File: src/sv/mfs_pkg.sv
// ---------------------------------------------------------------------------
// mfs_pkg: shared types, constants and tables
// Word formats, network layout and the sigmoid / exp lookup tables.
// ---------------------------------------------------------------------------
package mfs_pkg;

  localparam int unsigned ValueW    = 16;
  localparam int unsigned FracBits  = 12;
  localparam int unsigned InCount   = 2;
  localparam int unsigned HidFirst  = 3;
  localparam int unsigned HidSecond = 2;
  localparam int unsigned OutCount  = 2;
  localparam int unsigned StoreDep  = 32;
  localparam int unsigned AddrW     = 5;
  localparam int unsigned ActN      = 3;   // widest layer
  localparam int unsigned IdxW      = 2;
  localparam int unsigned AccW      = 40;
  localparam int unsigned ExpW      = 17;
  localparam int unsigned SumW      = 20;
  localparam int unsigned NumW      = 34;
  localparam int unsigned QuoW      = 17;

  localparam int unsigned OffW1 = 0;
  localparam int unsigned OffB1 = OffW1 + InCount * HidFirst;
  localparam int unsigned OffW2 = OffB1 + HidFirst;
  localparam int unsigned OffB2 = OffW2 + HidFirst * HidSecond;
  localparam int unsigned OffW3 = OffB2 + HidSecond;
  localparam int unsigned OffB3 = OffW3 + HidSecond * OutCount;

  localparam logic FUNC_LOAD  = 1'b0;
  localparam logic FUNC_INFER = 1'b1;

  localparam logic [1:0] LAYER_1 = 2'd0;
  localparam logic [1:0] LAYER_2 = 2'd1;
  localparam logic [1:0] LAYER_3 = 2'd2;

  typedef struct packed {
    logic                     func;
    logic [4:0]               param_index;
    logic signed [ValueW-1:0] param_value;
    logic signed [ValueW-1:0] sample_first;
    logic signed [ValueW-1:0] sample_second;
  } in_word_t;

  typedef struct packed {
    logic [15:0] prob_first;
    logic [15:0] prob_second;
  } out_word_t;

  typedef struct packed {
    logic     valid;
    in_word_t word;
  } queue_head_t;

  typedef struct packed {
    logic [IdxW-1:0]  n_in;
    logic [IdxW-1:0]  n_out;
    logic [AddrW-1:0] w_off;
    logic [AddrW-1:0] b_off;
  } layer_cfg_t;

  function automatic layer_cfg_t layer_cfg(input logic [1:0] layer);
    layer_cfg_t c;
    case (layer)
      LAYER_1: c = '{IdxW'(InCount), IdxW'(HidFirst), AddrW'(OffW1), AddrW'(OffB1)};
      LAYER_2: c = '{IdxW'(HidFirst), IdxW'(HidSecond), AddrW'(OffW2), AddrW'(OffB2)};
      default: c = '{IdxW'(HidSecond), IdxW'(OutCount), AddrW'(OffW3), AddrW'(OffB3)};
    endcase
    return c;
  endfunction

  function automatic logic signed [ValueW-1:0] init_word(input logic [AddrW-1:0] i);
    logic signed [ValueW-1:0] v;
    case (i)
      5'd0, 5'd6, 5'd9, 5'd15, 5'd17, 5'd21: v = 16'sd410;
      5'd3, 5'd7, 5'd11, 5'd19, 5'd16, 5'd22: v = 16'sd819;
      5'd1, 5'd8, 5'd13, 5'd18:               v = 16'sd1229;
      5'd4, 5'd10, 5'd20:                     v = 16'sd1638;
      5'd2, 5'd12:                            v = 16'sd2048;
      5'd5, 5'd14:                            v = 16'sd2458;
      default:                                v = '0;
    endcase
    return v;
  endfunction

  function automatic logic [11:0] sig_tab(input logic [4:0] i);
    logic [11:0] v;
    case (i)
      5'd0:  v = 12'd1;    5'd1:  v = 12'd4;    5'd2:  v = 12'd10;
      5'd3:  v = 12'd27;   5'd4:  v = 12'd74;   5'd5:  v = 12'd194;
      5'd6:  v = 12'd488;  5'd7:  v = 12'd1102; 5'd8:  v = 12'd2048;
      5'd9:  v = 12'd2994; 5'd10: v = 12'd3608; 5'd11: v = 12'd3902;
      5'd12: v = 12'd4022; 5'd13: v = 12'd4069; 5'd14: v = 12'd4086;
      5'd15: v = 12'd4092; default: v = 12'd4095;
    endcase
    return v;
  endfunction

  function automatic logic [ExpW-1:0] exp_int(input logic [3:0] n);
    logic [ExpW-1:0] v;
    case (n)
      4'd0:  v = 17'd65536; 4'd1:  v = 17'd24109; 4'd2: v = 17'd8869;
      4'd3:  v = 17'd3263;  4'd4:  v = 17'd1200;  4'd5: v = 17'd442;
      4'd6:  v = 17'd162;   4'd7:  v = 17'd60;    4'd8: v = 17'd22;
      4'd9:  v = 17'd8;     4'd10: v = 17'd3;     4'd11: v = 17'd1;
      default: v = '0;
    endcase
    return v;
  endfunction

  function automatic logic [ExpW-1:0] exp_qtr(input logic [2:0] q);
    logic [ExpW-1:0] v;
    case (q)
      3'd0:    v = 17'd65536;
      3'd1:    v = 17'd51039;
      3'd2:    v = 17'd39750;
      3'd3:    v = 17'd30957;
      default: v = 17'd24109;
    endcase
    return v;
  endfunction

endpackage

File: src/sv/mfs_front.sv
// ---------------------------------------------------------------------------
// mfs_front: input word queue
// Takes words from the input channel into a two-entry queue for the engine.
// ---------------------------------------------------------------------------
module mfs_front import mfs_pkg::*; (
  input  logic        clk_i,
  input  logic        rst_ni,
  input  logic        in_valid_i,
  output logic        in_ready_o,
  input  in_word_t    in_word_i,
  output queue_head_t head_o,
  input  logic        pop_i
);

  in_word_t    mem_q [2];
  logic        wr_ptr_q, rd_ptr_q;
  logic [1:0]  count_q;
  logic        push, pop;

  assign in_ready_o  = (count_q != 2'd2);
  assign push        = in_valid_i && in_ready_o;
  assign pop         = pop_i && (count_q != 2'd0);
  assign head_o.valid = (count_q != 2'd0);
  assign head_o.word  = mem_q[rd_ptr_q];

  always_ff @(posedge clk_i) begin
    if (push) begin
      mem_q[wr_ptr_q] <= in_word_i;
    end
  end

  always_ff @(posedge clk_i or negedge rst_ni) begin
    if (!rst_ni) begin
      wr_ptr_q <= 1'b0;
      rd_ptr_q <= 1'b0;
      count_q  <= 2'd0;
    end else begin
      if (push) wr_ptr_q <= ~wr_ptr_q;
      if (pop)  rd_ptr_q <= ~rd_ptr_q;
      case ({push, pop})
        2'b10:   count_q <= count_q + 2'd1;
        2'b01:   count_q <= count_q - 2'd1;
        default: count_q <= count_q;
      endcase
    end
  end

  a_no_overflow: assert property (@(posedge clk_i) disable iff (!rst_ni)
    count_q != 2'd3) else $error("queue count out of range");

  a_full_stalls: assert property (@(posedge clk_i) disable iff (!rst_ni)
    (count_q == 2'd2 && !pop) |=> (count_q == 2'd2)) else $error("full queue lost a word");

  a_pop_needs_data: assert property (@(posedge clk_i) disable iff (!rst_ni)
    (count_q == 2'd0) |=> (count_q != 2'd2)) else $error("queue filled from empty in one cycle");

endmodule

File: src/sv/mfs_engine.sv
// ---------------------------------------------------------------------------
// mfs_engine: parameter store and shared arithmetic sequencer
// Executes loads and inferences one at a time on a single MAC datapath.
// ---------------------------------------------------------------------------
module mfs_engine import mfs_pkg::*; (
  input  logic        clk_i,
  input  logic        rst_ni,
  input  queue_head_t head_i,
  output logic        pop_o,
  output logic        out_valid_o,
  input  logic        out_ready_i,
  output out_word_t   out_word_o
);

  typedef enum logic [3:0] {
    S_IDLE, S_BIAS, S_MAC, S_ROUND, S_SIG, S_NEXT, S_MAX,
    S_EXP1, S_EXP2, S_DIVI, S_DIV, S_DONE
  } state_e;

  state_e                   state_q;
  logic signed [ValueW-1:0] store_q [StoreDep];
  logic signed [ValueW-1:0] act_q [ActN];
  logic signed [ValueW-1:0] res_q [ActN];
  logic [1:0]               layer_q;
  logic [IdxW-1:0]          j_q, k_q;
  logic signed [AccW-1:0]   acc_q;
  logic signed [ValueW-1:0] mx_q;
  logic [3:0]               n_q;
  logic [ExpW-1:0]          frac_q;
  logic [ExpW-1:0]          e_q [2];
  logic [SumW-1:0]          sum_q;
  logic [NumW-1:0]          num_q;
  logic [SumW-1:0]          rem_q;
  logic [QuoW-1:0]          quo_q;
  logic [4:0]               bit_q;
  logic [15:0]              p_q [2];
  logic                     out_valid_q;
  out_word_t                out_word_q;

  layer_cfg_t               cfg;
  logic [7:0]               w_addr;
  logic signed [ValueW-1:0] w_val, b_val;
  logic signed [2*ValueW-1:0] prod;
  logic signed [AccW-1:0]   rnd;
  logic signed [ValueW-1:0] rnd_sat;
  logic [15:0]              sig_u;
  logic [11:0]              sig_lo, sig_hi, sig_d;
  logic [23:0]              sig_ip;
  logic [11:0]              sig_val;
  logic signed [ValueW:0]   ex_diff;
  logic [15:0]              ex_u;
  logic [ExpW-1:0]          ex_a, ex_b, ex_dd, ex_frac;
  logic [26:0]              ex_m;
  logic [33:0]              ex_p;
  logic [ExpW-1:0]          ex_e;
  logic [NumW-1:0]          div_num;
  logic [SumW:0]            div_t;
  logic                     div_ge;
  logic [QuoW-1:0]          quo_nxt;
  logic [15:0]              p_sat;

  assign cfg    = layer_cfg(layer_q);
  assign w_addr = 8'(cfg.w_off) + 8'(k_q) * 8'(cfg.n_out) + 8'(j_q);
  assign w_val  = store_q[w_addr[AddrW-1:0]];
  assign b_val  = store_q[cfg.b_off + AddrW'(j_q)];
  assign prod   = act_q[k_q] * w_val;

  // round half up to Q4.12, then saturate
  assign rnd = (acc_q + AccW'(2048)) >>> FracBits;
  always_comb begin
    if (rnd > AccW'(32767))        rnd_sat = 16'sh7fff;
    else if (rnd < -AccW'(32768))  rnd_sat = 16'sh8000;
    else                           rnd_sat = rnd[ValueW-1:0];
  end

  // sigmoid: interpolate between integer points
  assign sig_u   = {~res_q[j_q][15], res_q[j_q][14:0]};
  assign sig_lo  = sig_tab({1'b0, sig_u[15:12]});
  assign sig_hi  = sig_tab({1'b0, sig_u[15:12]} + 5'd1);
  assign sig_d   = sig_hi - sig_lo;
  assign sig_ip  = 24'(sig_d * sig_u[11:0]) + 24'd2048;
  assign sig_val = sig_lo + sig_ip[23:12];

  // exp(-u): integer part times quarter-step interpolation
  assign ex_diff = {mx_q[15], mx_q} - {res_q[j_q][15], res_q[j_q]};
  assign ex_u    = ex_diff[15:0];
  assign ex_a    = exp_qtr({1'b0, ex_u[11:10]});
  assign ex_b    = exp_qtr({1'b0, ex_u[11:10]} + 3'd1);
  assign ex_dd   = ex_a - ex_b;
  assign ex_m    = 27'(ex_dd * ex_u[9:0]) + 27'd512;
  assign ex_frac = ex_a - ExpW'(ex_m >> 10);
  assign ex_p    = 34'(exp_int(n_q) * frac_q) + 34'd32768;
  assign ex_e    = ex_p[32:16];

  // restoring divide, one quotient bit per cycle
  assign div_num = {e_q[j_q[0]], 16'b0} + NumW'(sum_q >> 1);
  assign div_t   = {rem_q, num_q[bit_q]};
  assign div_ge  = (div_t >= {1'b0, sum_q});
  always_comb begin
    quo_nxt = quo_q;
    quo_nxt[bit_q] = div_ge;
  end
  assign p_sat = quo_nxt[16] ? 16'hffff : quo_nxt[15:0];

  assign pop_o       = (state_q == S_IDLE) && head_i.valid;
  assign out_valid_o = out_valid_q;
  assign out_word_o  = out_word_q;

  always_ff @(posedge clk_i or negedge rst_ni) begin
    if (!rst_ni) begin
      state_q     <= S_IDLE;
      out_valid_q <= 1'b0;
      layer_q     <= LAYER_1;
      j_q         <= '0;
      k_q         <= '0;
      for (int i = 0; i < StoreDep; i++) begin
        store_q[i] <= init_word(AddrW'(i));
      end
    end else begin
      // S_DONE owns the valid flag while it hands over a word
      if (out_ready_i && state_q != S_DONE) out_valid_q <= 1'b0;
      case (state_q)
        S_IDLE: begin
          if (head_i.valid) begin
            if (head_i.word.func == FUNC_LOAD) begin
              store_q[head_i.word.param_index] <= head_i.word.param_value;
            end else begin
              act_q[0] <= head_i.word.sample_first;
              act_q[1] <= head_i.word.sample_second;
              act_q[2] <= '0;
              layer_q  <= LAYER_1;
              j_q      <= '0;
              state_q  <= S_BIAS;
            end
          end
        end
        S_BIAS: begin
          acc_q   <= AccW'(b_val) <<< FracBits;
          k_q     <= '0;
          state_q <= S_MAC;
        end
        S_MAC: begin
          acc_q <= acc_q + AccW'(prod);
          if (k_q == cfg.n_in - IdxW'(1)) state_q <= S_ROUND;
          else k_q <= k_q + IdxW'(1);
        end
        S_ROUND: begin
          res_q[j_q] <= rnd_sat;
          state_q    <= (layer_q == LAYER_3) ? S_NEXT : S_SIG;
        end
        S_SIG: begin
          res_q[j_q] <= {4'b0, sig_val};
          state_q    <= S_NEXT;
        end
        S_NEXT: begin
          if (j_q == cfg.n_out - IdxW'(1)) begin
            if (layer_q == LAYER_3) begin
              mx_q    <= res_q[0];
              j_q     <= IdxW'(1);
              state_q <= S_MAX;
            end else begin
              for (int i = 0; i < ActN; i++) act_q[i] <= res_q[i];
              layer_q <= layer_q + 2'd1;
              j_q     <= '0;
              state_q <= S_BIAS;
            end
          end else begin
            j_q     <= j_q + IdxW'(1);
            state_q <= S_BIAS;
          end
        end
        S_MAX: begin
          if (res_q[j_q] > mx_q) mx_q <= res_q[j_q];
          if (j_q == IdxW'(OutCount - 1)) begin
            j_q     <= '0;
            sum_q   <= '0;
            state_q <= S_EXP1;
          end else begin
            j_q <= j_q + IdxW'(1);
          end
        end
        S_EXP1: begin
          n_q     <= ex_u[15:12];
          frac_q  <= ex_frac;
          state_q <= S_EXP2;
        end
        S_EXP2: begin
          e_q[j_q[0]] <= ex_e;
          sum_q       <= sum_q + SumW'(ex_e);
          if (j_q == IdxW'(OutCount - 1)) begin
            j_q     <= '0;
            state_q <= S_DIVI;
          end else begin
            j_q     <= j_q + IdxW'(1);
            state_q <= S_EXP1;
          end
        end
        S_DIVI: begin
          num_q   <= div_num;
          rem_q   <= SumW'(div_num >> QuoW);
          quo_q   <= '0;
          bit_q   <= 5'(QuoW - 1);
          state_q <= S_DIV;
        end
        S_DIV: begin
          rem_q <= div_ge ? SumW'(div_t - {1'b0, sum_q}) : div_t[SumW-1:0];
          quo_q <= quo_nxt;
          if (bit_q == 5'd0) begin
            p_q[j_q[0]] <= p_sat;
            if (j_q == IdxW'(1)) begin
              state_q <= S_DONE;
            end else begin
              j_q     <= j_q + IdxW'(1);
              state_q <= S_DIVI;
            end
          end else begin
            bit_q <= bit_q - 5'd1;
          end
        end
        S_DONE: begin
          if (!out_valid_q || out_ready_i) begin
            out_word_q  <= '{prob_first: p_q[0], prob_second: p_q[1]};
            out_valid_q <= 1'b1;
            state_q     <= S_IDLE;
          end
        end
        default: state_q <= S_IDLE;
      endcase
    end
  end

  a_div_nonzero: assert property (@(posedge clk_i) disable iff (!rst_ni)
    (state_q == S_DIV) |-> (sum_q != '0)) else $error("softmax divide by zero");

  a_sig_range: assert property (@(posedge clk_i) disable iff (!rst_ni)
    (state_q == S_SIG) |-> (sig_val <= 12'd4095 && sig_val >= sig_lo))
    else $error("sigmoid out of range");

  a_exp_arg: assert property (@(posedge clk_i) disable iff (!rst_ni)
    (state_q == S_EXP1) |-> !ex_diff[ValueW]) else $error("logit above maximum");

  a_out_from_done: assert property (@(posedge clk_i) disable iff (!rst_ni)
    $rose(out_valid_q) |-> $past(state_q == S_DONE)) else $error("result without inference");

endmodule

File: src/sv/mlp_forward_sigmoid_softmax_core.sv
// ---------------------------------------------------------------------------
// mlp_forward_sigmoid_softmax_core: 2-3-2-2 MLP inference, Q4.12 fixed point
// Sigmoid hidden layers, max-subtracted softmax output, writable weights.
// ---------------------------------------------------------------------------
// Each input word is either a load (func = 0), which writes one Q4.12 entry
// of the 32-word parameter store and gives no result, or an inference
// (func = 1), which gives one result word with two Q0.16 class probabilities.
// Words enter a two-deep queue and are executed strictly in order, so a load
// takes effect for every later inference. An inference runs on the single
// shared multiply-add datapath: 16 multiply-accumulates with their rounding
// and five sigmoids, two exp evaluations, and a 17-bit restoring divide per
// class.
// The store resets to the network's trained weights and biases.
module mlp_forward_sigmoid_softmax_core import mfs_pkg::*; (
  input  logic      clk_i,
  input  logic      rst_ni,
  input  logic      in_valid_i,
  output logic      in_ready_o,
  input  in_word_t  in_word_i,
  output logic      out_valid_o,
  input  logic      out_ready_i,
  output out_word_t out_word_o
);

  // queue head and pop between the front and the engine
  queue_head_t head;
  logic        pop;

  mfs_front u_front (
    .clk_i      (clk_i),
    .rst_ni     (rst_ni),
    .in_valid_i (in_valid_i),
    .in_ready_o (in_ready_o),
    .in_word_i  (in_word_i),
    .head_o     (head),
    .pop_i      (pop)
  );

  // engine holds the store, the sequencer and the result register
  mfs_engine u_engine (
    .clk_i       (clk_i),
    .rst_ni      (rst_ni),
    .head_i      (head),
    .pop_o       (pop),
    .out_valid_o (out_valid_o),
    .out_ready_i (out_ready_i),
    .out_word_o  (out_word_o)
  );

endmodule
File: config.mk
export PLATFORM = sky130hd
export DESIGN_NAME = mlp_forward_sigmoid_softmax_core
export DESIGN_NICKNAME = d
export VERILOG_FILES = /design/src/sv/mfs_pkg.sv /design/src/sv/mfs_front.sv /design/src/sv/mfs_engine.sv /design/src/sv/mlp_forward_sigmoid_softmax_core.sv
export SDC_FILE = /design/constraint.sdc
export NUM_CORES = 2
export LEC_CHECK = 0
export BUFFER_PORTS_ARGS = -buffer_cell sky130_fd_sc_hd__buf_4
export CAP_MARGIN = 10
export CORE_MARGIN = 1.5
export CORE_UTILIZATION = 60
export CTS_CLUSTER_SIZE = 40
export DETAILED_ROUTE_END_ITERATION = 8
export GPL_TIMING_DRIVEN = 0
export MAX_ROUTING_LAYER = met4
export PLACE_DENSITY = 0.76
export SKIP_LAST_GASP = 1
export SYNTH_ARGS = -nofsm -noshare
export SYNTH_HDL_FRONTEND = slang
export SYNTH_SLANG_ARGS = --single-unit
File: constraint.sdc
create_clock -name clk_i -period 25.3 [get_ports clk_i]
set_input_delay 2.53 -clock clk_i [delete_from_list [all_inputs] [get_ports clk_i]]
set_output_delay 2.53 -clock clk_i [all_outputs]
set_load 0.005 [all_outputs]
; Word level (Yosys, flattened, before mapping)
; Memories as Yosys holds them, arrays and structs flattened. A register that Yosys moved wholly into a read port is not among the register bits.
; Cells that the tools add are included.
[classes]
mul = 5
muxes = 86
n_eq_ne = 39
add_sub_neg = 26
order_cmp = 11
reduce_logical = 41
n_bitwise = 11
[ops]
columns = cell, count
row1 = 512-bit bitwise mux, 1
row2 = 16-bit two-way mux, 15
row3 = 16-bit binary-select mux with 5-bit select, 2
row4 = 17-bit case mux with 4 select lines, 2
row5 = 16-bit demux with 5-bit select, 1
row6 = 20-bit case mux with 2 select lines, 2
row7 = 40-bit case mux with 2 select lines, 1
row8 = 4-bit case mux with 12 select lines, 1
row9 = 40-bit by 13-bit adder with 40-bit output (second input constant), 1
row10 = 40-bit by 32-bit adder with 40-bit output, 1
row11 = 20-bit two-way mux, 2
row12 = 33-bit by 19-bit adder with 34-bit output, 1
row13 = 17-bit case mux with 2 select lines, 1
row14 = 17-bit subtractor, 2
row15 = 33-bit by 16-bit adder with 33-bit output (second input constant), 1
row16 = 17-bit by 17-bit multiplier with 33-bit output, 1
row17 = 16-bit by 16-bit multiplier with 32-bit output, 1
row18 = 4-bit two-way mux, 8
row19 = 16-bit case mux with 2 select lines, 1
row20 = 28-bit by 16-bit > comparator with 1-bit output (second input constant), 1
row21 = 28-bit by 16-bit < comparator with 1-bit output (second input constant), 1
row22 = 27-bit by 10-bit adder with 27-bit output (second input constant), 1
row23 = 17-bit by 10-bit multiplier with 27-bit output, 1
row24 = 1-bit two-way mux, 26
row25 = 62 further kinds, 144
[word_totals]
regBits = 698
rom_bits = 624
mem_bits_rw = 270
in_bits = 58
mem_count = 8
[memory_table]
columns = memory, words, width, read_ports, rd_ports_with_merged_regs, write_ports, line_no
row1 = (no name shown), 16, 15, 1, 1, 0, mfs_pkg.sv:101  ; case (n)
row2 = (no name shown), 16, 12, 1, 0, 0, mfs_pkg.sv:88  ; case (i)
row3 = (no name shown), 16, 12, 1, 0, 0, mfs_pkg.sv:88
row4 = u_front.mem_q, 2, 54, 1, 0, 1, mfs_front.sv:15  ; in_word_t mem_q [2];
row5 = u_engine.act_q, 3, 16, 1, 0, 3, mfs_engine.sv:22  ; logic signed [ValueW-1:0] act_q [ActN];
row6 = u_engine.res_q, 3, 16, 4, 0, 1, mfs_engine.sv:23  ; logic signed [ValueW-1:0] res_q [ActN];
row7 = 2 more memories, -, -, -, -, -, -

; Longest topological paths before layout
[logic_depth]
ltp_word = 12
ltp_mapped = 53

; By module
; A second synthesis with hierarchy kept.
[unflattened]
cells_unflattened = 6902
hier_area_um2 = 81964.9
[modules_own_cells]
columns = mod, area_each_um2, n_inst, cells_each
row1 = mfs_engine, 77850.9, 1, 6717
row2 = mfs_front, 4113.9, 1, 185

; Least setup slack after synthesis
; OpenSTA, ideal clock, no wires.
[synth_timing]
path_type = register -> register
startpoint = reg u_engine.j_q[1]
endpoint = mem u_engine.res_q[0][10] (data pin)
setup_ns = 0.285
period_less_slack_ns = 10.992
t_arrival_ns = 10.707
path_buffers = 4
setup_slack_ns = 14.308
required_ns = 25.015
stages_incl_launch_ff = 51
path_cell_list = dfrtp_1 -> clkbuf_1 -> mux4_2 -> clkbuf_1 -> clkbuf_1 -> inv_1 -> ha_1 -> clkbuf_1 -> o31ai_1 -> a31oi_1 -> ha_1 -> inv_1 -> fa_1 -> a21o_1 -> a21oi_1 -> o21ai_0 -> a21oi_1 -> o21bai_1 -> [... 15 more ...] -> nor4_1 -> nand3_1 -> o211ai_1 -> nor2b_1 -> nor2b_1 -> o21a_1 -> nor2_1 -> ha_1 -> nor2b_1 -> o21ai_0 -> nand2_1 -> a21o_1 -> a21o_1 -> a21o_1 -> a21oi_1 -> o21ai_0 -> xnor2_1 -> a21oi_1
[synth_via]
elab_chain_cells = 10
elab_cells_between_ends = 11
classes_between = 4 x add/sub / 1 x mul / 2 x mux / 1 x bitwise / 3 x memory
[synth_rtl]
columns = element, line_no
row1 = "start, declared", mfs_engine.sv:25  ; logic [IdxW-1:0] j_q, k_q;
row2 = "start signal, assigned", mfs_engine.sv:159  ; j_q <= IdxW'(1);
row3 = "start signal, assigned", mfs_engine.sv:168  ; j_q <= j_q + IdxW'(1);
row4 = "start signal, assigned", mfs_engine.sv:179  ; j_q <= j_q + IdxW'(1);
row5 = memory 3 x 16 bit (*), -
row6 = 1-bit NOT, mfs_engine.sv:77  ; assign sig_u = {~res_q[j_q][15], res_q[j_q][14:0]};
row7 = 4-bit by 1-bit adder with 5-bit output, mfs_engine.sv:79  ; assign sig_hi = sig_tab({1'b0, sig_u[15:12]} + 5'd1);
row8 = memory 16 x 12 bit, -
row9 = 12-bit two-way mux, mfs_pkg.sv:88
row10 = 12-bit subtractor, mfs_engine.sv:80  ; assign sig_d = sig_hi - sig_lo;
row11 = 12-bit by 12-bit multiplier with 24-bit output, mfs_engine.sv:81  ; assign sig_ip = 24'(sig_d * sig_u[11:0]) + 24'd2048;
row12 = 24-bit by 12-bit adder with 24-bit output, mfs_engine.sv:81
row13 = 12-bit adder (*), mfs_engine.sv:82  ; assign sig_val = sig_lo + sig_ip[23:12];
row14 = 16-bit two-way mux (no line) (*), -
row15 = "end, declared", mfs_engine.sv:23
; Mark *: on every way between the ends. The rest lies on a longest branch, timed or not.

; Worst setup path in the final report
[layout_timing]
startpoint = reg u_engine.j_q[0]
endpoint = reg u_engine.frac_q[16] (data pin)
[layout_via]
elab_chain_cells = 9
elab_cells_between_ends = 17
classes_between = 5 x add/sub / 1 x mul / 6 x eq/ne / 2 x mux / 2 x reduce/logical / 1 x memory
[layout_rtl]
columns = element, line_no
row1 = memory 3 x 16 bit (*), -
row2 = 16-bit subtractor (*), mfs_engine.sv:85  ; assign ex_diff = {mx_q[15], mx_q} - {res_q[j_q][15], res_q[j_q]};
row3 = 2-bit by 1-bit adder with 3-bit output, mfs_engine.sv:88  ; assign ex_b = exp_qtr({1'b0, ex_u[11:10]} + 3'd1);
row4 = 3-bit by 2-bit equality test with 1-bit output (tied with other cells), mfs_pkg.sv:113  ; case (q)
row5 = 17-bit case mux with 4 select lines, mfs_pkg.sv:113
row6 = 17-bit subtractor, mfs_engine.sv:89  ; assign ex_dd = ex_a - ex_b;
row7 = 17-bit by 10-bit multiplier with 27-bit output, mfs_engine.sv:90  ; assign ex_m = 27'(ex_dd * ex_u[9:0]) + 27'd512;
row8 = 27-bit by 10-bit adder with 27-bit output, mfs_engine.sv:90
row9 = 17-bit subtractor (*), mfs_engine.sv:91  ; assign ex_frac = ex_a - ExpW'(ex_m >> 10);
row10 = via u_engine.ex_frac[16], mfs_engine.sv:52  ; logic [ExpW-1:0] ex_a, ex_b, ex_dd, ex_frac;
row11 = "end signal, assigned", mfs_engine.sv:184  ; frac_q <= ex_frac;
row12 = "end, declared", mfs_engine.sv:29  ; logic [ExpW-1:0] frac_q;
; The timed path passes the listed nets; every way through them passes the cells marked *.
; A chain may end at the register's enable or synchronous reset.

==> results by group <==
Place
  – Count of input and output buffers: 91
  – Weighted congestion at the end of routability-driven global placement: 1.06
  – HPWL after detailed placement: 187000 microns

Clock tree
  – Sink Count: 1030
  – CTS H-tree depth: 3
  – Clock-pin slew on the worst setup and hold paths: 0.06 ns
  – Post-cts repair resize count: 0
  – Post-CTS setup repair buffer count: 0
  – Clk root buf: sky130_fd_sc_hd__clkbuf_16
  – Clock latency of the later-clocked register in the worst-skew pair: approximately 0.8 ns
  – Post-CTS Hold Buffers: 0
  – Number of buffers created by CTS: between 100 and 150
  – CTS tree: done
  – Clock buffer depth: 3

Floorplanning
  – FP Rows: about 130
  – Chip height: between 300 and 400 microns
  – Core area: 0.134 sq mm
  – Effective utilization at floorplan: 0.606
  – Die Width: 371 microns
  – IO Count: 92
  – Total die area: 0.138 sq mm

Logic synthesis
  – Number of enable flip-flop cells after synthesis: about 490
  – Cells after synthesis: 7617
  – Count of yosys warnings during synthesis: 0
  – Most common flop cell mapped by yosys: sky130_fd_sc_hd__edfxtp_1
  – Biggest area consumer among synthesized cells: sky130_fd_sc_hd__fa_1
  – Flip-flop and latch count after synthesis: between 1000 and 1500
  – Synth unique cells: 90
  – Post-synth design cell area: 0.0812 sq mm
  – Proportion of synthesized chip area in sequential cells: 0.349
  – Most area-consuming cells after synthesis: sky130_fd_sc_hd__fa_1 (18%), sky130_fd_sc_hd__edfxtp_1 (18%), sky130_fd_sc_hd__dfrtp_1 (12%), sky130_fd_sc_hd__ha_1 (8.1%), sky130_fd_sc_hd__mux4_2 (7.9%)
  – Post-synth ARST share: 0.512
  – Fraction of post-synthesis cell area in the top cell type by area: 0.183
  – Mean instance size in the synthesized netlist: 10.7 sq um

STA
  – Peak Freq: 69.4 MHz
  – Unrepaired setup endpoints after global routing: no
  – Count of endpoints failing setup in the final report: 0
  – Transition time at the pin with the least slew margin: 1.42 ns
  – Hold Vio Cnt, Final: 0
  – Clock skew after layout: 0.107 ns
  – Total negative slack for setup checks: 0 ns
  – Count of final max-slew check failures: 0
  – Tcrit/Tclk final: 0.569
  – Min Clock Period, post-route: 14.41 ns
  – Tightest slew margin relative to the limit: 0.0545

Routing
  – Post-Route WL: 237000 microns
  – Total number of vias: 61100
  – Avg WL per Cell: 24.4 microns
  – Vias per cell: 6.28
  – Total DRC errors in the routed layout: 0
  – Violation count after the first detailed-routing iteration: 6891
  – Antenna Violating Nets Remaining: 0
  – First-pass DRT Iterations: 8

Critical path
  – CP top delay family: adder cells
  – Biggest fanout along the worst timing path: 10
  – Worst setup SP type: flop
  – Worst stage delay on the critical path: 0.75 ns
  – Critical path start-end classification: reg -> reg
  – Crit path buf inv count: 12
  – CP Data Arrival Time: 14.89 ns
  – WP data required: 25.78 ns
  – Most Frequent Cell on Critical Path: sky130_fd_sc_hd__fa_1
  – Critical path endpoint category: flop
  – Slowest cell on the critical path: sky130_fd_sc_hd__nor4_1

Global routing
  – Wire length of the first global-routing pass: 364000 microns
  – Vias in the first global route: 61500
  – Met2 routing resource usage after global routing: 0.536
  – Met3 capacity usage during global routing: 0.0996
  – Met1 layer usage reported by global route: 0.457
  – Maximum number of pins on one net before global-route repair: 127
  – Grt peak-use layer: met2
  – Aggregate global routing overflow: 0
  – Tot GR Track Use: 0.363
  – Antenna violations before repair: 13

Run status
  – Outcome: complete, no violations

Cells and area
  – Layout cell share with drive strength beyond 1: 0.107
  – Area of the multi-input gates: approximately 0.048 sq mm
  – Sequential cell area in the final layout: between 0.02 and 0.03 sq mm
  – Filler cell count in the final layout: about 10000
  – Area delta synth->final: 8.83%
  – Net count reported at finish: 9180

Flow run
  – Count of max-cap constraint violations: 0

Min path
  – Hold/Removal Path Class: reg -> reg
-- final timing paths --
kind / from / endpoint / slack, ns / cells past startpoint
worst max-delay path: u_engine.j_q[0] / u_engine.frac_q[16] / 10.89 / 49
worst min-delay path: u_engine.p_q[1][8] / out_word_o[8] / 0.42 / 0
worst max register to register: u_engine.j_q[0] / u_engine.frac_q[16] / 10.89 / 49
worst min register to register: u_engine.p_q[1][8] / out_word_o[8] / 0.42 / 0
max in group asynchronous: rst_ni / u_engine.store_q[304] / 21.99 / 3
min in group asynchronous: rst_ni / u_engine.store_q[297] / 1.67 / 1
-- worst register-to-register path: cells and delay by family, from the launching register on --
family                   cells  cell delay [ns]
AO/OA/AOI/OAI               13             2.87
XOR/XNOR                     4             1.05
adder cells (fa/ha/maj)     10             3.97
buffers and inverters       12             3.55
flip-flops                   1             0.47
AND/OR/NAND/NOR             10             2.24
-- layout make-up --
cell class / instances / area share
well taps: 1768 / 0.0250
clock inverters: 60 / 0.00865
clock buffers: 144 / 0.0335
multi-input cells: 5247 / 0.542
repair buffers: 120 / 0.0127
plain buffers: 389 / 0.0174
diodes: 13 / 0.000368
inverters: 954 / 0.0405
flip-flops and latches: 1030 / 0.320
-- synth_stat cells, types with 41 or more instances --
cell type,number
sky130_fd_sc_hd__a21o_1,59
sky130_fd_sc_hd__xnor2_1,122
sky130_fd_sc_hd__o21a_1,55
sky130_fd_sc_hd__dfrtp_1,405
sky130_fd_sc_hd__and2_1,224
sky130_fd_sc_hd__inv_1,945
sky130_fd_sc_hd__nand2_1,773
sky130_fd_sc_hd__o211ai_1,41
sky130_fd_sc_hd__o21ai_0,378
sky130_fd_sc_hd__clkbuf_1,320
sky130_fd_sc_hd__buf_2,41
sky130_fd_sc_hd__dfstp_2,122
sky130_fd_sc_hd__fa_1,744
sky130_fd_sc_hd__mux4_2,286
sky130_fd_sc_hd__nand2b_1,79
sky130_fd_sc_hd__xor2_1,93
sky130_fd_sc_hd__nor2b_1,54
sky130_fd_sc_hd__a21oi_1,516
sky130_fd_sc_hd__mux2i_1,106
sky130_fd_sc_hd__nor3_1,54
sky130_fd_sc_hd__nand3_1,69
sky130_fd_sc_hd__nor2_1,687
sky130_fd_sc_hd__ha_1,528
sky130_fd_sc_hd__edfxtp_1,489
-- sequential cells by signal, indices dropped and copies added (netlist names), 4 cells and up, named ones only --
signal            flops
out_word_o           32
u_engine.acc_q       40
u_engine.act_q       48
u_engine.bit_q        5
u_engine.e_q         34
u_engine.frac_q      17
u_engine.mx_q        16
u_engine.n_q          4
u_engine.num_q       32
u_engine.p_q         32
u_engine.quo_q       17
u_engine.rem_q       20
u_engine.res_q       64
u_engine.state_q      4
u_engine.store_q    512
u_engine.sum_q       20
u_front.mem_q       108
-- layout by cell type (no fill, tap or decap), drive strengths merged, types with 59 or more instances in the layout --
master / count
dfrtp: 405
o21ai: 403
mux4: 286
a21oi: 517
a21o: 59
clkbuf: 468
nand2: 773
dfstp: 122
xnor2: 122
inv: 954
and2: 224
nand2b: 79
edfxtp: 489
nand3: 69
mux2i: 108
ha: 528
nor2: 687
xor2: 93
fa: 744
buf: 185
-- metal layers --
metal	part of all wire	up-vias	wire (microns)
met2	0.45	3644	107000
li1	-	26100	-
met5	0	-	0
met1	0.37	30600	87900
met3	0.11	792	27000
met4	0.065	0	15500
-- logic make-up after synthesis --
logic type                 count (synthesis)  synth area share
xor gates and xnor gates                 215            0.0232
AOI/OAI and AO/OA                       1242            0.0885
DFF                                     1030             0.349
buffers and inverters                   1343            0.0631
and+or+nand+nor                         2091             0.115
muxes                                    422            0.0967
other                                      2         0.0000925
adders and majority gates               1272             0.265
-- per-stage QoR --
step / util / hold slack, ns / std cells / cell area (sq um) / setup WS [ns]
4_1_cts: 0.659 / 0.416 / 9708 / 88300 / 11.10
2_1_floorplan: - / 0.400 / 7620 / 81200 / 14.31
3_5_place_dp: 0.631 / 0.405 / 9504 / 84600 / 11.13
3_3_place_gp: 0.628 / 0.406 / 9479 / 84100 / 11.31
6_report: 0.660 / 0.416 / 9725 / 88400 / 10.89
5_1_grt: 0.660 / 0.421 / 9723 / 88400 / 10.17
Power is left out: the tool's default activity adds up to more than one toggle a clock period on the data nets, which glitch-free logic cannot reach.
